==> src/sv/scpa_pkg.sv <==
package scpa_pkg;

   localparam int ADDR_W      = 21;
   localparam int CLASS_W     = 4;
   localparam int STATUS_W    = 2;
   localparam int BLOCKS_W    = 5;
   localparam int REQ_BYTES_W = 16;
   localparam int TAG_W       = CLASS_W + 1;
   localparam int HDR_BYTES   = 2;
   localparam int GRAN_BYTES  = 16;
   localparam int REQ_TDATA_W = 40;
   localparam int RSP_TDATA_W = 32;

   localparam logic REQ_ALLOC = 1'b0;
   localparam logic REQ_FREE  = 1'b1;

   localparam logic [STATUS_W-1:0] STATUS_OK        = 2'd0;
   localparam logic [STATUS_W-1:0] STATUS_TOO_LARGE = 2'd1;
   localparam logic [STATUS_W-1:0] STATUS_EXHAUSTED = 2'd2;
   localparam logic [STATUS_W-1:0] STATUS_BAD_MARK  = 2'd3;

   typedef struct packed {
      logic clear;
      logic load;
      logic lookup;
      logic exec;
      logic carve;
      logic place;
   } scpa_cmd_type;

   typedef struct packed {
      logic clear_last;
      logic out_free;
      logic need_carve;
      logic carve_end;
   } scpa_sts_type;

endpackage

==> src/sv/scpa_ctrl.sv <==
module scpa_ctrl import scpa_pkg::*; (
   input  logic         clock,
   input  logic         reset,
   input  logic         req_valid,
   output logic         req_ready,
   input  scpa_sts_type sts,
   output scpa_cmd_type cmd
);

   localparam logic [2:0] ST_CLEAR = 3'd0;
   localparam logic [2:0] ST_IDLE  = 3'd1;
   localparam logic [2:0] ST_LOOK  = 3'd2;
   localparam logic [2:0] ST_EXEC  = 3'd3;
   localparam logic [2:0] ST_CARVE = 3'd4;
   localparam logic [2:0] ST_PLACE = 3'd5;

   logic [2:0] state_ff;
   logic [2:0] state_in;

   always_comb begin
      state_in = state_ff;
      cmd = '0;
      req_ready = 1'b0;
      case (state_ff)
         ST_CLEAR: begin
            cmd.clear = 1'b1;
            if (sts.clear_last) state_in = ST_IDLE;
         end
         ST_IDLE: begin
            req_ready = 1'b1;
            if (req_valid) begin
               cmd.load = 1'b1;
               state_in = ST_LOOK;
            end
         end
         ST_LOOK: begin
            cmd.lookup = 1'b1;
            state_in = ST_EXEC;
         end
         ST_EXEC: begin
            // The result register must be free before anything is committed.
            if (sts.out_free) begin
               cmd.exec = 1'b1;
               state_in = sts.need_carve ? ST_CARVE : ST_IDLE;
            end
         end
         ST_CARVE: begin
            cmd.carve = 1'b1;
            if (sts.carve_end) state_in = ST_PLACE;
         end
         ST_PLACE: begin
            if (sts.out_free) begin
               cmd.place = 1'b1;
               state_in = ST_IDLE;
            end
         end
         default: state_in = ST_IDLE;
      endcase
   end

   always_ff @(posedge clock) begin
      if (reset) state_ff <= ST_CLEAR;
      else state_ff <= state_in;
   end

endmodule

==> config.mk <==
export PLATFORM = sky130hd
export DESIGN_NAME = scpa_ctrl
export DESIGN_NICKNAME = d
export VERILOG_FILES = /design/src/sv/scpa_pkg.sv /design/src/sv/scpa_ctrl.sv
export SDC_FILE = /design/constraint.sdc
export NUM_CORES = 1
export LEC_CHECK = 0
export BUFFER_PORTS_ARGS = -buffer_cell sky130_fd_sc_hd__buf_4
export CAP_MARGIN = 20
export CORE_AREA = 2 2 39 41
export CTS_CLUSTER_DIAMETER = 120
export DETAILED_ROUTE_END_ITERATION = 8
export DIE_AREA = 0 0 41 43
export MAX_ROUTING_LAYER = met4
export PLACE_DENSITY = 0.42
export SYNTH_ARGS = -nofsm -noshare
export SYNTH_HDL_FRONTEND = slang
export SYNTH_SLANG_ARGS = --single-unit
==> constraint.sdc <==
create_clock -name clock -period 1.8 [get_ports clock]
set_input_delay 0.18 -clock clock [delete_from_list [all_inputs] [get_ports clock]]
set_output_delay 0.18 -clock clock [all_outputs]
set_load 0.01 [all_outputs]
# Yosys cells after proc, flatten, opt, wreduce, memory -nomap -nowiden
# Cells that the tools add are included.
[totals] elab_cells=29 latch_bits=0 mem_bits_rw=0 reg_bits=3 romBits=0 out_inout_bits=7 memories=0
[classes] add_sub_neg=0 n_mul=0 n_reduce_logical=2 bitwise_logic=0 eq_ne=10 shift=0 n_mux=16 magnitude_cmp=0 n_div=0
[op_table] operator="$mux W3" n=6
[op_table] operator="$pmux W3 S6" n=1
[op_table] operator="$ne A2 B2 Y1 const B" n=5
[op_table] operator="$mux W1" n=9
[op_table] operator="$eq A3 B2 Y1 const B" n=2
[op_table] operator="$eq A3 B3 Y1 const B" n=2
[op_table] operator="$reduce_and A5 Y1" n=1
[op_table] operator="$eq A3 B1 Y1 const B" n=1
[op_table] operator="$logic_not A3 Y1" n=1

# Depth between registers and ports, before layout
[logic_depth] depth_word=3 depth_mapped=4 depth_no_buf=3

# Least setup slack after synthesis
# OpenSTA, ideal clock, no wires.
[synth_path] path_type="register to output" start="register state_ff[2]" end="output port cmd[4] (netlist bit)" arrival_ns=0.946 stages_incl_launch_ff=5 path_slack_ns=0.674 n_path_buf=1 t_required_ns=1.620 cell_sequence="dfxtp_1 > buf_6 > nand2b_1 > nor2_1 > and2_1"
[synth_lines] item="start: declaration" line_no="scpa_ctrl.sv:17" source="logic [2:0] state_ff;"
[synth_lines] item="start signal: assignment" line_no="scpa_ctrl.sv:63" source="else state_ff <= state_in;"
[synth_lines] item="end: declaration" line_no="scpa_ctrl.sv:7" source="output scpa_cmd_type cmd"

==> out/summary.txt <==
RSZ-0062 raised after global routing = no
Final Hold Viols = 0
I/O Buffers = 13
minimum clock period = 1380 ps
post-synth top area cell = dfxtp_1
most frequent cell after synthesis = dfxtp_1
post-synthesis mux area share = 4.71%
synthesized area = 213 um2
Setup Fix Bufs, Post-CTS = 0
largest family of logic cells by synthesized area = simple AND/OR/NAND/NOR gates
die area = 1760 um2
first-pass GRT wire length = 917 um
prevailing post-synth register cell = dfxtp_1
Warnings, synthesis = 0
Num Clock Sinks = 3
Setup Skew = 2.13 ps
# setup viols final = 0
post-synthesis cell type count = 18
leakage power = 0.149 nW
Worst EP required = 1620 ps
Post-Synth Simple-Gate Area = 45.9%
Worst-Margin Slew = 294 ps
DRT antenna net count = 0
GRT Total Usage = 7.91%
die height = 43 um
crit path DAT = 1200 ps
Synth area leaders = dfxtp_1 (28%), nor3b_1 (7.1%), nand2b_1 (5.9%)
final net count = 49
FILL cells = 166
DR WL/cell = 9.47 um
GPL Wtd Cong = 0.633
Core Area = 1380 um2
worst relative slew slack = 80.4%
hold_ws = 125 ps
PnR Total Power = 249 uW
Die X = 41 um
CP Max Fanout = 9
initial DRC count = 5
Hold Crit Class = in2reg
Reg area = 60.1 um2
deepest clock path buffer count = 2
initial antenna violation count = 0
Yosys reg bits = 3
Max Cap Viol = 0
largest net degree at the start of global routing = 12
H-tree levels = 1
top cell type's share of synthesized area = 28.2%
Compound-Gate Fraction of Synth Area = 12.4%
Seq/Total Area, Yosys = 28.2%
PwrDens = 737 nW/um2
Initial Utilization = 15.4%
worst vdd ir = 0.147 mV
post-CTS sizing = 0
area delta synth->final = 58.8%
max reg flops = 3
HPWL after DPL = 408 um
Mapped Avg Cell Area = 8.18 um2
fin crit share = 76.8%
Max Clk Rate = 723 MHz
Final Max Slew Viols = 0
Worst setup EP type = primary output
TritonCTS clock tree = done
total negative slack = 0 ps
Crit Path Class = reg2out
status = finished, final reports clean
diode count = 0
CTS root buf = clkbuf_4
total CTS buffers = 3
Vias/cell = 4.09
vias in the first global route = 220
Synth async-reset ratio = 0%
total grt overflow = 0
syn nets = 33
Detailed Routing Iterations Pass 1 = 3
Core Rows = 14
hold_buf cts = 0
CP Launch Type = flop
area of the multi-input gates = 134 um2
Adder-Cell Fraction of Synth Area = 0%
total DRC errors in the routed layout = 0
Reg clk slew, reported paths = 40 ps
fraction of layout cells with a size suffix above 1 = 43.9%
Post-Route WL = 540 um
top flop regs = state_ff: 3 flops
Skew-Pair Late Insertion Delay = 230 ps
XOR/XNOR Fraction of Synth Area = 0%
number of flops mapped to enable cells by yosys = 0
IO Pins = 14
Synth Instances = 26
Top reg by flops = state_ff
vias = 233
worst max-delay path: stages (launching register included):
cell and delay (ps):
dfxtp_1 460, nand2b_1 160, nor2_1 60, and2_1 160, buf_4 130
cells by family (layout without fill, tap and decap cells):
group,after synthesis,after routing
AOI/OAI and AO/OA,4,4
buffers and inverters,2,17
DFF,3,3
muxes,1,1
and+or+nand+nor,16,16
layout make-up:
cell class / instances / area share, %
clock buffers: 4 / 7.78
multi-input cells: 21 / 39.6
flip-flops and latches: 3 / 17.8
well taps: 16 / 5.93
repair buffers: 13 / 28.9
per-layer routing:
layer	part of all wire (%)	up-vias	global-route usage [%]
met1	41	107	9.29
met2	56	3	10.3
li1	-	123	-
met3	3.1	0	3.14
met4	0	0	6.00
met5	0	-	-
final timing paths:
| path | startpoint | cells past startpoint | endpoint | slack [ps] |
|---|---|---|---|---|
| worst max-delay path | state_ff[2] | 4 | cmd[4] | 420 |
| worst min-delay path | reset | 2 | state_ff[2] | 120 |
| worst max register to register | state_ff[1] | 3 | state_ff[2] | 780 |
| worst min register to register | state_ff[2] | 1 | state_ff[1] | 600 |
stage by stage:
| stage | worst slack [ps] | instances | instance area [um2] | utilization [%] |
|---|---|---|---|---|
| floorplan | 674 | 26 | 213 | - |
| global placement | 667 | 53 | 312 | 22.5 |
| detailed placement | 654 | 53 | 312 | 22.5 |
| CTS | 411 | 57 | 338 | 24.4 |
| global route | 333 | 57 | 338 | 24.4 |
| finish | 417 | 57 | 338 | 24.4 |
cells in the final DEF, fill, tap and decap left out, types with 2 or more instances in the layout:
cell	count
buf_4	13
clkbuf_4	3
dfxtp_1	3
nand2b_1	2
nor2_1	2
nor3b_1	2
nor3_1	2
nand2_1	2
a21oi_1	2
power breakdown:
part | total, mW | switching [mW] | internal (mW)
Combinational | 0.0514 | 0.0215 | 0.0299
Sequential | 0.0795 | 0.00836 | 0.0711
Clock | 0.118 | 0.0351 | 0.0831
(Power assumes the default switching activity.)
